## src/hw/rtl/rrts_pkg.sv

```systemverilog
// Shared types and constants for the round-robin transmit scheduler.
`timescale 1ns / 1ps
`default_nettype none
package rrts_pkg;

  localparam int OP_W   = 2;
  localparam int SLOT_W = 8;
  localparam int LEN_W  = 7;
  localparam int TIME_W = 32;
  localparam int CFG_W  = 16;
  localparam int STAT_W = 2;

  localparam logic [CFG_W-1:0] TIMEOUT_RESET = 16'd1000;

  typedef enum logic [OP_W-1:0] {
    OP_ALLOC   = 2'd0,
    OP_RELEASE = 2'd1,
    OP_POST    = 2'd2,
    OP_STEP    = 2'd3
  } op_t;

  typedef enum logic [STAT_W-1:0] {
    ST_OK      = 2'd0,
    ST_NO_SLOT = 2'd1,
    ST_BUSY    = 2'd2,
    ST_BAD_ARG = 2'd3
  } status_t;

  typedef enum logic [2:0] {
    PH_SCAN   = 3'b001,
    PH_WAIT   = 3'b010,
    PH_FINISH = 3'b100
  } phase_t;

  typedef struct packed {
    logic capture;
    logic exec;
  } ctrl_cmd_t;

  typedef struct packed {
    logic out_free;
  } dp_status_t;

endpackage
`default_nettype wire

```

## src/hw/rtl/rrts_in_if.sv

```systemverilog
// Request channel interface of the transmit scheduler.
`timescale 1ns / 1ps
`default_nettype none
interface rrts_in_if;
  import rrts_pkg::*;

  logic              valid;
  logic              ready;
  logic [OP_W-1:0]   operation;
  logic [SLOT_W-1:0] socket_id;
  logic [LEN_W-1:0]  length;
  logic [TIME_W-1:0] now_ms;
  logic              rx_done;
  logic              tx_done;

  modport source (output valid, operation, socket_id, length, now_ms, rx_done, tx_done,
                  input ready);
  modport sink (input valid, operation, socket_id, length, now_ms, rx_done, tx_done,
                output ready);
endinterface
`default_nettype wire

```

## src/hw/rtl/rrts_out_if.sv

```systemverilog
// Result channel interface of the transmit scheduler.
`timescale 1ns / 1ps
`default_nettype none
interface rrts_out_if;
  import rrts_pkg::*;

  logic              valid;
  logic              ready;
  logic [STAT_W-1:0] status;
  logic [SLOT_W-1:0] slot_out;
  logic [LEN_W-1:0]  tx_length;
  logic              start_tx;
  logic              resume_rx;

  modport source (output valid, status, slot_out, tx_length, start_tx, resume_rx,
                  input ready);
  modport sink (input valid, status, slot_out, tx_length, start_tx, resume_rx,
                output ready);
endinterface
`default_nettype wire

```

## src/hw/rtl/round_robin_tx_scheduler.sv

```systemverilog
// Top level of the round-robin transmit scheduler for a shared half-duplex radio.
//
// Requests arrive on in_ch (valid/ready) and carry an operation: allocate a slot,
// release a slot, post a transmit length, or advance the scheduler by one step.
// Each request yields exactly one result on out_ch. The user must write the timeout
// register via cfg_we/cfg_wdata only while idle; the block does not enforce it.
//
// Each transaction has a capture step, which reads the pending-length RAM (one
// read port, registered read data), and an execute step, which updates the slot
// table and loads the result register, from which out_ch hands it over. No new
// request is taken until the execute step of the previous one has run.
// The request side is accepted while an earlier result still waits in the output
// register; if the receiver stalls, the next request is held in its execute cycle
// until the output register frees up, so nothing is lost or repeated.
//
// Synchronous reset frees all slots, clears all pending lengths through per-slot
// pending bits (no RAM clearing pass is needed), puts the scan at the first slot
// in the scan phase, and loads a timeout of 1000 ms.
`timescale 1ns / 1ps
`default_nettype none
module round_robin_tx_scheduler #(
  parameter int SLOTS   = 16,
  parameter int MAX_LEN = 64
) (
  input  logic                       clk,
  input  logic                       rst,
  input  logic                       cfg_we,
  input  logic [rrts_pkg::CFG_W-1:0] cfg_wdata,
  rrts_in_if.sink                    in_ch,
  rrts_out_if.source                 out_ch
);
  import rrts_pkg::*;

  ctrl_cmd_t  cmd;
  dp_status_t dp_status;

  // The controller only sequences; all table state sits in the datapath.
  rrts_ctrl u_ctrl (
    .clk      (clk),
    .rst      (rst),
    .in_valid (in_ch.valid),
    .in_ready (in_ch.ready),
    .status   (dp_status),
    .cmd      (cmd)
  );

  rrts_datapath #(
    .SLOTS   (SLOTS),
    .MAX_LEN (MAX_LEN)
  ) u_datapath (
    .clk           (clk),
    .rst           (rst),
    .cmd           (cmd),
    .status        (dp_status),
    .cfg_we        (cfg_we),
    .cfg_wdata     (cfg_wdata),
    .operation     (in_ch.operation),
    .socket_id     (in_ch.socket_id),
    .length        (in_ch.length),
    .now_ms        (in_ch.now_ms),
    .rx_done       (in_ch.rx_done),
    .tx_done       (in_ch.tx_done),
    .out_ready     (out_ch.ready),
    .out_valid     (out_ch.valid),
    .out_status    (out_ch.status),
    .out_slot      (out_ch.slot_out),
    .out_tx_length (out_ch.tx_length),
    .out_start_tx  (out_ch.start_tx),
    .out_resume_rx (out_ch.resume_rx)
  );

  // One request in flight: right after an accepted request, no new one is taken.
  a_one_in_flight: assert property (@(posedge clk) disable iff (rst)
    (in_ch.valid && in_ch.ready) |=> !in_ch.ready)
    else $error("request accepted while another was in flight");

  // A result is only produced when the output register can take it.
  a_exec_needs_room: assert property (@(posedge clk) disable iff (rst)
    cmd.exec |-> dp_status.out_free)
    else $error("result overwrote a pending output");

  // Every accepted request leads to a result load in the following cycle
  // unless the receiver is holding the previous result.
  a_exec_follows: assert property (@(posedge clk) disable iff (rst)
    (in_ch.valid && in_ch.ready) |=> (cmd.exec || (out_ch.valid && !out_ch.ready)))
    else $error("accepted request was not executed");

  // A step never both starts a transmit and returns the radio to receive.
  a_tx_rx_exclusive: assert property (@(posedge clk) disable iff (rst)
    out_ch.valid |-> !(out_ch.start_tx && out_ch.resume_rx))
    else $error("start_tx and resume_rx in the same result");

endmodule
`default_nettype wire

```

## src/hw/rtl/rrts_ram.sv

```systemverilog
// Generic single-write, single-read RAM with registered read data.
`timescale 1ns / 1ps
`default_nettype none
module rrts_ram #(
  parameter int WIDTH = 8,
  parameter int DEPTH = 16,
  localparam int AW = (DEPTH > 1) ? $clog2(DEPTH) : 1
) (
  input  logic             clk,
  input  logic             we,
  input  logic [AW-1:0]    waddr,
  input  logic [WIDTH-1:0] wdata,
  input  logic             re,
  input  logic [AW-1:0]    raddr,
  output logic [WIDTH-1:0] rdata
);

  logic [WIDTH-1:0] mem [DEPTH];

  always_ff @(posedge clk) begin
    if (we) begin
      mem[waddr] <= wdata;
    end
    if (re) begin
      rdata <= mem[raddr];
    end
  end

endmodule
`default_nettype wire

```

## src/hw/rtl/rrts_ctrl.sv

```systemverilog
// Controller state machine: sequences capture and execute of each transaction.
`timescale 1ns / 1ps
`default_nettype none
module rrts_ctrl (
  input  logic                   clk,
  input  logic                   rst,
  input  logic                   in_valid,
  output logic                   in_ready,
  input  rrts_pkg::dp_status_t   status,
  output rrts_pkg::ctrl_cmd_t    cmd
);
  import rrts_pkg::*;

  typedef enum logic [1:0] {
    S_IDLE = 2'b01,
    S_EXEC = 2'b10
  } ctrl_state_t;

  ctrl_state_t state, state_next;

  always_comb begin
    state_next = state;
    cmd        = '0;
    in_ready   = 1'b0;
    case (state)
      S_IDLE: begin
        in_ready = 1'b1;
        if (in_valid) begin
          cmd.capture = 1'b1;
          state_next  = S_EXEC;
        end
      end
      S_EXEC: begin
        // Hold the captured request until the result register can take it.
        if (status.out_free) begin
          cmd.exec   = 1'b1;
          state_next = S_IDLE;
        end
      end
      default: begin
        state_next = S_IDLE;
      end
    endcase
  end

  always_ff @(posedge clk) begin
    if (rst) begin
      state <= S_IDLE;
    end else begin
      state <= state_next;
    end
  end

endmodule
`default_nettype wire

```

## src/hw/rtl/rrts_datapath.sv

```systemverilog
// Datapath: slot table, pending-length RAM, scheduler phase and result register.
`timescale 1ns / 1ps
`default_nettype none
module rrts_datapath #(
  parameter int SLOTS   = 16,
  parameter int MAX_LEN = 64
) (
  input  logic                          clk,
  input  logic                          rst,
  input  rrts_pkg::ctrl_cmd_t           cmd,
  output rrts_pkg::dp_status_t          status,
  input  logic                          cfg_we,
  input  logic [rrts_pkg::CFG_W-1:0]    cfg_wdata,
  input  logic [rrts_pkg::OP_W-1:0]     operation,
  input  logic [rrts_pkg::SLOT_W-1:0]   socket_id,
  input  logic [rrts_pkg::LEN_W-1:0]    length,
  input  logic [rrts_pkg::TIME_W-1:0]   now_ms,
  input  logic                          rx_done,
  input  logic                          tx_done,
  input  logic                          out_ready,
  output logic                          out_valid,
  output logic [rrts_pkg::STAT_W-1:0]   out_status,
  output logic [rrts_pkg::SLOT_W-1:0]   out_slot,
  output logic [rrts_pkg::LEN_W-1:0]    out_tx_length,
  output logic                          out_start_tx,
  output logic                          out_resume_rx
);
  import rrts_pkg::*;

  localparam int IDX_W = (SLOTS > 1) ? $clog2(SLOTS) : 1;
  localparam logic [IDX_W-1:0]  LAST_IDX  = IDX_W'(SLOTS - 1);
  localparam logic [SLOT_W:0]   SLOTS_X   = (SLOT_W + 1)'(SLOTS);
  localparam logic [LEN_W:0]    MAX_LEN_X = (LEN_W + 1)'(MAX_LEN);

  // Captured request.
  op_t               op_q;
  logic [SLOT_W-1:0] id_q;
  logic [LEN_W-1:0]  len_q;
  logic [TIME_W-1:0] now_q;
  logic              rxd_q;
  logic              txd_q;

  // Scheduler state. A slot's pending bit is set exactly when its length is nonzero;
  // the length value itself lives in the RAM.
  logic [SLOTS-1:0]  used, used_next;
  logic [SLOTS-1:0]  pend, pend_next;
  logic [IDX_W-1:0]  scan_idx, scan_next;
  phase_t            phase, phase_next;
  logic [TIME_W-1:0] attempt_start, attempt_next;
  logic [CFG_W-1:0]  timeout;

  logic [SLOT_W-1:0] id_m1_in;
  logic [IDX_W-1:0]  rd_addr;
  logic [LEN_W-1:0]  ram_rdata;
  logic              ram_we;

  logic [SLOT_W-1:0] id_m1;
  logic [IDX_W-1:0]  id_idx;
  logic              id_ok;
  logic              len_ok;
  logic              free_found;
  logic [IDX_W-1:0]  free_idx;
  logic [IDX_W-1:0]  scan_adv;
  logic [TIME_W-1:0] elapsed;
  logic              timed_out;

  status_t           r_status;
  logic [SLOT_W-1:0] r_slot;
  logic [LEN_W-1:0]  r_len;
  logic              r_start;
  logic              r_resume;

  // Read address is chosen from the incoming request so the data is ready next cycle.
  assign id_m1_in = socket_id - SLOT_W'(1);
  assign rd_addr  = (op_t'(operation) == OP_STEP) ? scan_idx : id_m1_in[IDX_W-1:0];

  rrts_ram #(
    .WIDTH (LEN_W),
    .DEPTH (SLOTS)
  ) u_pend_ram (
    .clk   (clk),
    .we    (ram_we),
    .waddr (id_idx),
    .wdata (len_q),
    .re    (cmd.capture),
    .raddr (rd_addr),
    .rdata (ram_rdata)
  );

  always_ff @(posedge clk) begin
    if (cmd.capture) begin
      op_q  <= op_t'(operation);
      id_q  <= socket_id;
      len_q <= length;
      now_q <= now_ms;
      rxd_q <= rx_done;
      txd_q <= tx_done;
    end
  end

  assign id_m1     = id_q - SLOT_W'(1);
  assign id_idx    = id_m1[IDX_W-1:0];
  assign id_ok     = (id_q != '0) && ({1'b0, id_q} <= SLOTS_X);
  assign len_ok    = {1'b0, len_q} <= MAX_LEN_X;
  assign scan_adv  = (scan_idx == LAST_IDX) ? '0 : scan_idx + IDX_W'(1);
  assign elapsed   = now_q - attempt_start;
  assign timed_out = elapsed > TIME_W'(timeout);

  // Lowest free slot.
  always_comb begin
    free_found = 1'b0;
    free_idx   = '0;
    for (int i = SLOTS - 1; i >= 0; i--) begin
      if (!used[i]) begin
        free_found = 1'b1;
        free_idx   = IDX_W'(i);
      end
    end
  end

  always_comb begin
    used_next    = used;
    pend_next    = pend;
    scan_next    = scan_idx;
    phase_next   = phase;
    attempt_next = attempt_start;
    ram_we       = 1'b0;
    r_status     = ST_OK;
    r_slot       = '0;
    r_len        = '0;
    r_start      = 1'b0;
    r_resume     = 1'b0;
    case (op_q)
      OP_ALLOC: begin
        if (free_found) begin
          used_next[free_idx] = 1'b1;
          pend_next[free_idx] = 1'b0;
          r_slot = SLOT_W'(free_idx) + SLOT_W'(1);
        end else begin
          r_status = ST_NO_SLOT;
        end
      end
      OP_RELEASE: begin
        if (!id_ok) begin
          r_status = ST_BAD_ARG;
        end else if (used[id_idx]) begin
          used_next[id_idx] = 1'b0;
          pend_next[id_idx] = 1'b0;
        end
      end
      OP_POST: begin
        if (!id_ok || !len_ok) begin
          r_status = ST_BAD_ARG;
        end else if (pend[id_idx]) begin
          r_status = ST_BUSY;
        end else if (len_q != '0) begin
          pend_next[id_idx] = 1'b1;
          ram_we = cmd.exec;
        end
      end
      OP_STEP: begin
        case (phase)
          PH_WAIT: begin
            if (txd_q) begin
              phase_next = PH_FINISH;
            end else if (timed_out) begin
              // Back to scan at the same slot, so the transmit is retried.
              phase_next = PH_SCAN;
            end
          end
          PH_FINISH: begin
            pend_next[scan_idx] = 1'b0;
            r_resume   = 1'b1;
            phase_next = PH_SCAN;
            scan_next  = scan_adv;
          end
          default: begin
            phase_next = PH_SCAN;
            if (pend[scan_idx] && !rxd_q) begin
              attempt_next = now_q;
              r_start      = 1'b1;
              r_slot       = SLOT_W'(scan_idx) + SLOT_W'(1);
              r_len        = ram_rdata;
              phase_next   = PH_WAIT;
            end else begin
              scan_next = scan_adv;
            end
          end
        endcase
      end
      default: begin
      end
    endcase
  end

  always_ff @(posedge clk) begin
    if (rst) begin
      used          <= '0;
      pend          <= '0;
      scan_idx      <= '0;
      phase         <= PH_SCAN;
      attempt_start <= '0;
    end else if (cmd.exec) begin
      used          <= used_next;
      pend          <= pend_next;
      scan_idx      <= scan_next;
      phase         <= phase_next;
      attempt_start <= attempt_next;
    end
  end

  always_ff @(posedge clk) begin
    if (rst) begin
      timeout <= TIMEOUT_RESET;
    end else if (cfg_we) begin
      timeout <= cfg_wdata;
    end
  end

  // Result register.
  always_ff @(posedge clk) begin
    if (rst) begin
      out_valid <= 1'b0;
    end else if (cmd.exec) begin
      out_valid <= 1'b1;
    end else if (out_ready) begin
      out_valid <= 1'b0;
    end
  end

  always_ff @(posedge clk) begin
    if (cmd.exec) begin
      out_status    <= r_status;
      out_slot      <= r_slot;
      out_tx_length <= r_len;
      out_start_tx  <= r_start;
      out_resume_rx <= r_resume;
    end
  end

  assign status.out_free = !out_valid || out_ready;

endmodule
`default_nettype wire

```

## src/flat_wrapper.sv

```systemverilog
// flat-port wrapper written by rule: the top's interface ports become plain ports
module round_robin_tx_scheduler_flat import rrts_pkg::*;
#(
  parameter int SLOTS   = 16,
  parameter int MAX_LEN = 64
)
  (clk, rst, cfg_we, cfg_wdata, in_ch_valid, in_ch_operation, in_ch_socket_id, in_ch_length, in_ch_now_ms, in_ch_rx_done, in_ch_tx_done, in_ch_ready, out_ch_valid, out_ch_status, out_ch_slot_out, out_ch_tx_length, out_ch_start_tx, out_ch_resume_rx, out_ch_ready);
  rrts_in_if in_ch_i ();
  rrts_out_if out_ch_i ();
  input  logic clk;
  input  logic rst;
  input  logic cfg_we;
  input  logic [rrts_pkg::CFG_W-1:0] cfg_wdata;
  input wire logic [$bits(in_ch_i.valid)-1:0] in_ch_valid;
  input wire logic [$bits(in_ch_i.operation)-1:0] in_ch_operation;
  input wire logic [$bits(in_ch_i.socket_id)-1:0] in_ch_socket_id;
  input wire logic [$bits(in_ch_i.length)-1:0] in_ch_length;
  input wire logic [$bits(in_ch_i.now_ms)-1:0] in_ch_now_ms;
  input wire logic [$bits(in_ch_i.rx_done)-1:0] in_ch_rx_done;
  input wire logic [$bits(in_ch_i.tx_done)-1:0] in_ch_tx_done;
  output wire logic [$bits(in_ch_i.ready)-1:0] in_ch_ready;
  output wire logic [$bits(out_ch_i.valid)-1:0] out_ch_valid;
  output wire logic [$bits(out_ch_i.status)-1:0] out_ch_status;
  output wire logic [$bits(out_ch_i.slot_out)-1:0] out_ch_slot_out;
  output wire logic [$bits(out_ch_i.tx_length)-1:0] out_ch_tx_length;
  output wire logic [$bits(out_ch_i.start_tx)-1:0] out_ch_start_tx;
  output wire logic [$bits(out_ch_i.resume_rx)-1:0] out_ch_resume_rx;
  input wire logic [$bits(out_ch_i.ready)-1:0] out_ch_ready;
  assign in_ch_i.valid = in_ch_valid;
  assign in_ch_i.operation = in_ch_operation;
  assign in_ch_i.socket_id = in_ch_socket_id;
  assign in_ch_i.length = in_ch_length;
  assign in_ch_i.now_ms = in_ch_now_ms;
  assign in_ch_i.rx_done = in_ch_rx_done;
  assign in_ch_i.tx_done = in_ch_tx_done;
  assign in_ch_ready = in_ch_i.ready;
  assign out_ch_valid = out_ch_i.valid;
  assign out_ch_status = out_ch_i.status;
  assign out_ch_slot_out = out_ch_i.slot_out;
  assign out_ch_tx_length = out_ch_i.tx_length;
  assign out_ch_start_tx = out_ch_i.start_tx;
  assign out_ch_resume_rx = out_ch_i.resume_rx;
  assign out_ch_i.ready = out_ch_ready;
  round_robin_tx_scheduler #(.SLOTS(SLOTS), .MAX_LEN(MAX_LEN)) u_core (.clk(clk), .rst(rst), .cfg_we(cfg_we), .cfg_wdata(cfg_wdata), .in_ch(in_ch_i), .out_ch(out_ch_i));
endmodule
```

## config.mk

```make
export PLATFORM = sky130hd
export DESIGN_NAME = round_robin_tx_scheduler_flat
export DESIGN_NICKNAME = d
export VERILOG_FILES = /design/src/hw/rtl/rrts_pkg.sv /design/src/hw/rtl/rrts_in_if.sv /design/src/hw/rtl/rrts_out_if.sv /design/src/hw/rtl/round_robin_tx_scheduler.sv /design/src/hw/rtl/rrts_ram.sv /design/src/hw/rtl/rrts_ctrl.sv /design/src/hw/rtl/rrts_datapath.sv /design/src/flat_wrapper.sv
export SDC_FILE = /design/constraint.sdc
export NUM_CORES = 1
export LEC_CHECK = 0
export BUFFER_PORTS_ARGS = -buffer_cell sky130_fd_sc_hd__buf_4
export CAP_MARGIN = 20
export CORE_ASPECT_RATIO = 0.5
export CORE_UTILIZATION = 25
export CTS_BUF_LIST = sky130_fd_sc_hd__clkbuf_8 sky130_fd_sc_hd__clkbuf_16
export DETAILED_ROUTE_END_ITERATION = 6
export MAX_ROUTING_LAYER = met4
export RECOVER_POWER = 50
export SLEW_MARGIN = 20
export SYNTH_ARGS = -nofsm -noshare
export SYNTH_HDL_FRONTEND = slang
export SYNTH_HIERARCHICAL = 1
export SYNTH_SLANG_ARGS = --single-unit
```

## constraint.sdc

```tcl
create_clock -name clk -period 4.2 [get_ports clk]
set_input_delay 0.21 -clock clk [delete_from_list [all_inputs] [get_ports clk]]
set_output_delay 0.21 -clock clk [all_outputs]
set_load 0.05 [all_outputs]
```

==> results_dict.tcl, run 1 <==
set metrics [dict create \
    antenna_left 0 \
    drt-total-wl_microns 35800 \
    synth_async_sr_flop_share_pct 0 \
    max_stage_delay_ns 0.45 \
    setup_violations 0 \
    worst_ep_arrival_time_ns 4.31 \
    slew_headroom_pct -96.2 \
    area_growth_pct 21.8 \
    use_met2_pct 22.6 \
    n_antenna_cell 0 \
    hp-class "in2reg" \
    r2r_setup_slack_ns 0.36 \
    placementRows 61 \
    dieArea_sq_um 57600 \
    path_max_fanout 6 \
    antenna_found_initial 0 \
    crit_cells 16 \
    vias_per_cell 4.72 \
    synth_top_area_share_pct 39.5 \
    numCtsBuffers 28 \
    synth.avg_cell_area_sq_um 10.8 \
    firstDrtPassIters 5 \
    synth.most_common_cell "edfxtp_1" \
    synth_cell_type_count 74 \
    numPortBuffers 89 \
    netlist_instances 1307 \
    cp_num_buf_inv 1 \
    gr-max-usage-layer "met2" \
    gp_congestion 0.908 \
    start_util_pct 25.4 \
    min_period_ns 3.84 \
    finClkSkew_ns 0.0337 \
    period_share_pct 91.3 \
    violations "max-capacitance violations, max-slew violations" \
    use_met3_pct 1.26 \
    tightest_slew_ns 2.94 \
    leakage_uw 0.00591 \
    synth_edf_count 186 \
    tritoncts "yes" \
    synth_seq_cells 276 \
    worstSetupEndpoint "u_core/u_datapath/phase[0]$_SDFFE_PP1P_" \
    ys_top_cells_by_count "edfxtp_1 (186), nand2_1 (174), a21oi_1 (140), dfxtp_1 (90), nor2_1 (88)" \
    critPathRequiredTime_ns 4.68 \
    clkSlewWorstSetupHoldPaths_ns 0.06 \
    outcome "finished, violations left" \
    crit_type "reg2reg" \
    ctsLongestPathBuffers 3 \
    route.detailed.wl_per_inst_microns 15.9 \
    core_area_sq_um 55700 \
    slew_viol_final 94 \
    clock.fmax_ghz 0.261 \
    clk-insertion-delay-late_ns 0.57 \
    yosysTopAreaCell "edfxtp_1" \
    startpoint "u_core/u_datapath/now_q[4]$_DFFE_PP_" \
    worst_setup_path_end_kind "register" \
    die_h_microns 170 \
    dp_hpwl_microns 25300 \
    grt_start_max_net_pins 61 \
    setup_slack_ns 0.365 \
    worstPathCellList "ha_1 -> a21o_1 -> o41ai_1 -> buf_4 -> nor2b_1 -> o21ai_0 -> xor2_1 -> ha_1 -> nand4_1 -> a2111oi_0 -> a211oi_1 -> o21ai_1 -> a2111oi_2 -> o2111a_1 -> nand4_1 -> o311a_1" \
    drtIter0Drc 735 \
    die_width_microns 338 \
    root_buffer "clkbuf_16" \
    r2r_end "u_core/u_datapath/phase[0]$_SDFFE_PP1P_" \
    timing.critical_path.max_delay_family "compound AO/OA/AOI/OAI gates" \
    final_util_pct 30.9 \
    grt_pass1_vias 10400 \
    setup_tns_ns 0 \
    rr_worst_depth 16 \
    finalHoldViolCount 0 \
    overflow 0 \
    nets 1617 \
    crit_slowest_cell "a2111oi_0" \
    rr_startpoint "u_core/u_datapath/now_q[4]$_DFFE_PP_" \
    start_kind "register" \
    yosysSeqAreaShare_pct 52.2 \
    synth-main-ff-cell "edfxtp_1" \
    fillCellCount 5766 \
    powerDensity_nw_per_um2 348 \
    ys_top_cells_by_area "edfxtp_1 (39%), dfxtp_1 (13%), ha_1 (5.8%), a21oi_1 (5.0%), nand2_1 (4.6%)" \
    grt_pass1_wl_microns 56700 \
    ir_worst_vdd_uv 335 \
    drv_cap 2 \
    yosysWarnings 6 \
    ios 93 \
    dp_slack_ns 0.112 \
    track_usage_pct 12.6 \
    clock-sinks 276 \
    num_vias 10600 \
    cts.htree.levels 1 \
    drcViolationCount 0 \
    synth_area_sq_um 14200 \
    met1_usage_pct 15.1 \
    layout-drive-gt1-share_pct 12.5 \
    rsz0062_at_grt "false" \
]
[layout by cell type (no fill, tap or decap), drive strengths merged, types with 12 or more instances in the layout]
| master | netlist | final |
|---|---|---|
| clkbuf | 45 | 114 |
| edfxtp | 186 | 186 |
| ha | 66 | 66 |
| nand3 | 25 | 25 |
| buf | 21 | 53 |
| dlygate4sd3 | 0 | 67 |
| xnor2 | 21 | 21 |
| mux2i | 14 | 14 |
| mux4 | 41 | 41 |
| dfxtp | 90 | 90 |
| a21oi | 140 | 140 |
| a22oi | 16 | 16 |
| and2 | 16 | 16 |
| o21ai | 77 | 77 |
| inv | 74 | 83 |
| nor2 | 88 | 88 |
| nand2 | 174 | 174 |
| clkinv | 0 | 12 |
| nand4 | 20 | 20 |
| o211ai | 14 | 14 |
| nor2b | 12 | 12 |
| a221o | 15 | 15 |
| nor3 | 17 | 17 |
[registers in the layout, summed over array words and instances, names as in the netlist, 5 cells and up]
register and cells:
u_core/u_datapath/len_q 7, u_core/u_datapath/pend 16, u_core/u_datapath/id_q 8, u_core/u_datapath/timeout 16, u_core/u_datapath/attempt_start 32, u_core/u_datapath/used 16, u_core/u_datapath/now_q 32, u_core/u_datapath/out_tx_length 7
u_core/u_datapath/u_pend_ram/rdata 7, u_core/u_datapath/u_pend_ram/mem 112, u_core/u_datapath/out_slot 5
[final cells by class]
cell class	count	area, sq um	share of cell area [%]
inverters	74	278	1.61
well taps	756	946	5.49
clock inverters	22	124	0.718
multi-input cells	893	6220	36.1
repair buffers	205	1580	9.14
flip-flops and latches	276	7390	42.8
clock buffers	29	714	4.14
[kinds of logic (layout without fill, tap and decap cells)]
| family | count (synthesis) | after routing | synth area share [%] |
|---|---|---|---|
| XOR/XNOR | 31 | 31 | 2.02 |
| multiplexers | 55 | 55 | 7.97 |
| adder cells (fa/ha/maj) | 67 | 67 | 5.98 |
| flip-flops | 276 | 276 | 52.2 |
| other | 1 | 3 | 0.0265 |
| AND/OR/NAND/NOR | 401 | 401 | 13.0 |
| buffers and inverters | 140 | 330 | 4.24 |
| AO/OA/AOI/OAI | 336 | 336 | 14.6 |
[worst min-delay path by stage]
stage | start | end | slack (ns) | cells past startpoint
floorplan | in_ch_socket_id[0] | u_core/u_datapath/id_q[0]$_DFFE_PP_ | 0.31 | 0
global placement | in_ch_length[5] | u_core/u_datapath/len_q[5]$_DFFE_PP_ | 0.39 | 1
detailed placement | in_ch_now_ms[15] | u_core/u_datapath/now_q[15]$_DFFE_PP_ | 0.39 | 1
CTS | rst | u_core/u_datapath/timeout[13]$_SDFFE_PP0P_ | 0.03 | 2
global route | cfg_we | u_core/u_datapath/timeout[7]$_SDFFE_PP1P_ | 0.08 | 3
finish | cfg_we | u_core/u_datapath/timeout[8]$_SDFFE_PP1P_ | 0.08 | 3
[through the flow]
stage / power (uW) / cells / hold WS [ns] / cell area (sq um)
after CTS: 6080 / 2254 / 0.0308 / 17300
after floorplan: 3510 / 1309 / 0.309 / 14200
final: 6000 / 2255 / 0.0844 / 17200
after global routing: 6250 / 2255 / 0.0818 / 17200
after detailed placement: 3750 / 2136 / 0.389 / 15800
after global placement: 3740 / 2136 / 0.389 / 15800
[worst min-delay path, stage by stage]
cell	delay, ns
buf_4	0.20
nand2_1	0.09
o211ai_1	0.07
[power breakdown]
part           switching, uW  internal, uW  total, uW  leakage (uW)
Combinational            422           309        731       0.00305
Sequential              35.1          2970       3000       0.00242
Clock                   1040          1230       2270      0.000440
Total                   1490          4510       6000       0.00591
[routing by layer]
layer	wire length, microns	vias to the layer above
met5	0	-
met4	807	0
met3	1170	46
met2	18500	217
met1	15400	5224
li1	-	5159
[what timing repair did]
item	4_1_cts	5_1_grt
hold endpoints to repair	67	0
setup endpoints to repair	0	2
hold buffers	67	0
gates resized for setup	0	7
setup buffers	0	1
Power figures use the tool's default switching activity.
==> run 2, diff against run 1 <==
Settings changed: PLACE_DENSITY_LB_ADDON from default to 0.3.
==> run 2 against run 1 <==
Against the previous run: the run still ends with max-capacitance violations, max-slew violations left; setup slack got worse by 0.068 ns; first-iteration DRC count rose by 15%; flip-flop and latch count did not move; sequential power barely moved; clock skew fell by 0.019 ns; via count fell by 0.61%; register-to-register slack got worse by 0.07 ns; largest cell class unchanged; largest power group unchanged.
==> results_dict.tcl, run 2 (same netlist as run 1, synthesis figures left out) <==
set metrics [dict create \
    grt_start_max_net_pins 77 \
    timing.critical_path.max_delay_family "simple AND/OR/NAND/NOR gates" \
    placementRows 61 \
    root_buffer "clkbuf_16" \
    powerDensity_nw_per_um2 364 \
    rr_worst_depth 11 \
    clock-sinks 276 \
    layout-drive-gt1-share_pct 13.2 \
    final_common_cell "edfxtp_1" \
    period_share_pct 92.9 \
    path_max_fanout 9 \
    tritoncts "yes" \
    met1_usage_pct 16.6 \
    gp_congestion 0.905 \
    antenna_found_initial 1 \
    dp_hpwl_microns 26200 \
    regMostFlops "u_core/u_datapath/u_pend_ram/mem" \
    postLayoutCellArea_sq_um 17500 \
    worst_setup_path_end_kind "register" \
    crit_slowest_cell "or3b_2" \
    crit_type "reg2reg" \
    drtIter0Drc 843 \
    dieArea_sq_um 57600 \
    max_stage_delay_ns 0.53 \
    cp_num_buf_inv 3 \
    rr_startpoint "u_core/u_datapath/id_q[1]$_DFFE_PP_" \
    die_width_microns 338 \
    critPathRequiredTime_ns 4.49 \
    rsz0062_at_grt "false" \
    nets 1626 \
    worstPathCellList "inv_1 -> ha_1 -> xnor2_2 -> inv_2 -> mux2i_1 -> a21oi_1 -> or3_1 -> nor2_1 -> or3b_2 -> nor3_1 -> buf_4" \
    drt-total-wl_microns 37700 \
    leakage_uw 0.00601 \
    use_met3_pct 1.91 \
    largest_reg_flops 112 \
    min_from "cfg_we" \
    use_met2_pct 22.6 \
    place_area_sq_um 15800 \
    grt_pass1_wl_microns 58700 \
    antenna_left 0 \
    clkSlewWorstSetupHoldPaths_ns 0.06 \
    grt_pass1_vias 10200 \
    finClkSkew_ns 0.0147 \
    core_area_sq_um 55700 \
    drv_cap 2 \
    ios 93 \
    hold_slack_ns 0.0401 \
    area_growth_pct 23.4 \
    ctsLongestPathBuffers 3 \
    setup_violations 0 \
    hp-class "in2reg" \
    num_vias 10600 \
    firstDrtPassIters 5 \
    setup_tns_ns 0 \
    startpoint "u_core/u_datapath/id_q[1]$_DFFE_PP_" \
    final_util_pct 31.3 \
    min_period_ns 3.90 \
    largestRegisters "u_core/u_datapath/u_pend_ram/mem: 112 flops, u_core/u_datapath/attempt_start: 32 flops, u_core/u_datapath/now_q: 32 flops" \
    start_util_pct 25.4 \
    crit_cells 11 \
    cts.htree.levels 1 \
    outcome "finished, violations left" \
    drcViolationCount 0 \
    numPortBuffers 89 \
    clk-insertion-delay-late_ns 0.59 \
    tightest_slew_ns 1.92 \
    numCtsBuffers 31 \
    layout_common_cells "edfxtp_1 (186), nand2_1 (174), a21oi_1 (137), dfxtp_1 (90), nor2_1 (88)" \
    die_h_microns 170 \
    vias_per_cell 4.66 \
    overflow 0 \
    start_kind "register" \
    min_delay_path_depth 3 \
    slew_viol_final 113 \
    clock.fmax_ghz 0.256 \
    violations "max-capacitance violations, max-slew violations" \
    route.detailed.wl_per_inst_microns 16.6 \
    slew_headroom_pct -27.9 \
    gr-max-usage-layer "met2" \
    finalHoldViolCount 0 \
    ir_worst_vdd_uv 264 \
    worst_ep_arrival_time_ns 4.19 \
    track_usage_pct 13.3 \
    post_cts_buffers 0 \
]
## run 2: changes by cell type in the layout (fill, tap and decap cells not counted), sizes merged, moves of 2 or more
cell         delta
buf             +8
clkbuf          -6
dlygate4sd3     +6
clkinvlp        +3
bufinv          +2
clkinv          +2
inv             -2
## run 2: final cells by class
type | count | area [sq um]
diodes | 1 | 2.50
clock buffers | 31 | 776
clock inverters | 27 | 210
fillers | 5748 | 38300
inverters | 74 | 278
multi-input cells | 893 | 6220
flip-flops and latches | 276 | 7390
well taps | 756 | 946
repair buffers | 211 | 1650
## run 2: routing by layer
metal,part of all wire (%),vias up
met2,49,217
li1,-,5184
met3,3.9,58
met5,0,-
met1,45,5122
met4,2.5,0
## run 2: final timing paths
| path | endpoint | slack, ns |
|---|---|---|
| setup / recovery | u_core/u_datapath/u_pend_ram/mem[0][2]$_DFFE_PP_ | 0.30 |
| hold / removal | u_core/u_datapath/timeout[3]$_SDFFE_PP1P_ | 0.04 |
| setup reg to reg | u_core/u_datapath/u_pend_ram/mem[0][2]$_DFFE_PP_ | 0.30 |
| hold reg to reg | u_core/u_datapath/attempt_start[26]$_SDFFE_PP0P_ | 0.45 |
## run 2: metrics by stage
step,std cells,setup WS (ns),total power (uW)
floorplan,1309,0.211,3510
global placement,2136,0.146,3750
detailed placement,2136,0.0488,3750
CTS,2267,0.0340,6450
global route,2269,0.0358,6620
finish,2269,0.296,6350
## run 2: where the power goes
group	leakage [uW]	internal, uW	total, uW	switching, uW
Sequential	0.00242	2970	3000	36.5
Combinational	0.00309	312	736	424
Clock	0.000494	1480	2610	1140
Total	0.00601	4760	6350	1600
## run 2: timing repair
item | in CTS | in global routing
endpoints found under the setup margin | 0 | 2
hold buffers | 73 | 0
resized for setup | 0 | 7
endpoints found under the hold margin | 70 | 0
## run 2: tightest hold or removal path, stage by stage
cell and delay [ns]:
buf_4 0.20, nand2_1 0.09, o211ai_1 0.07
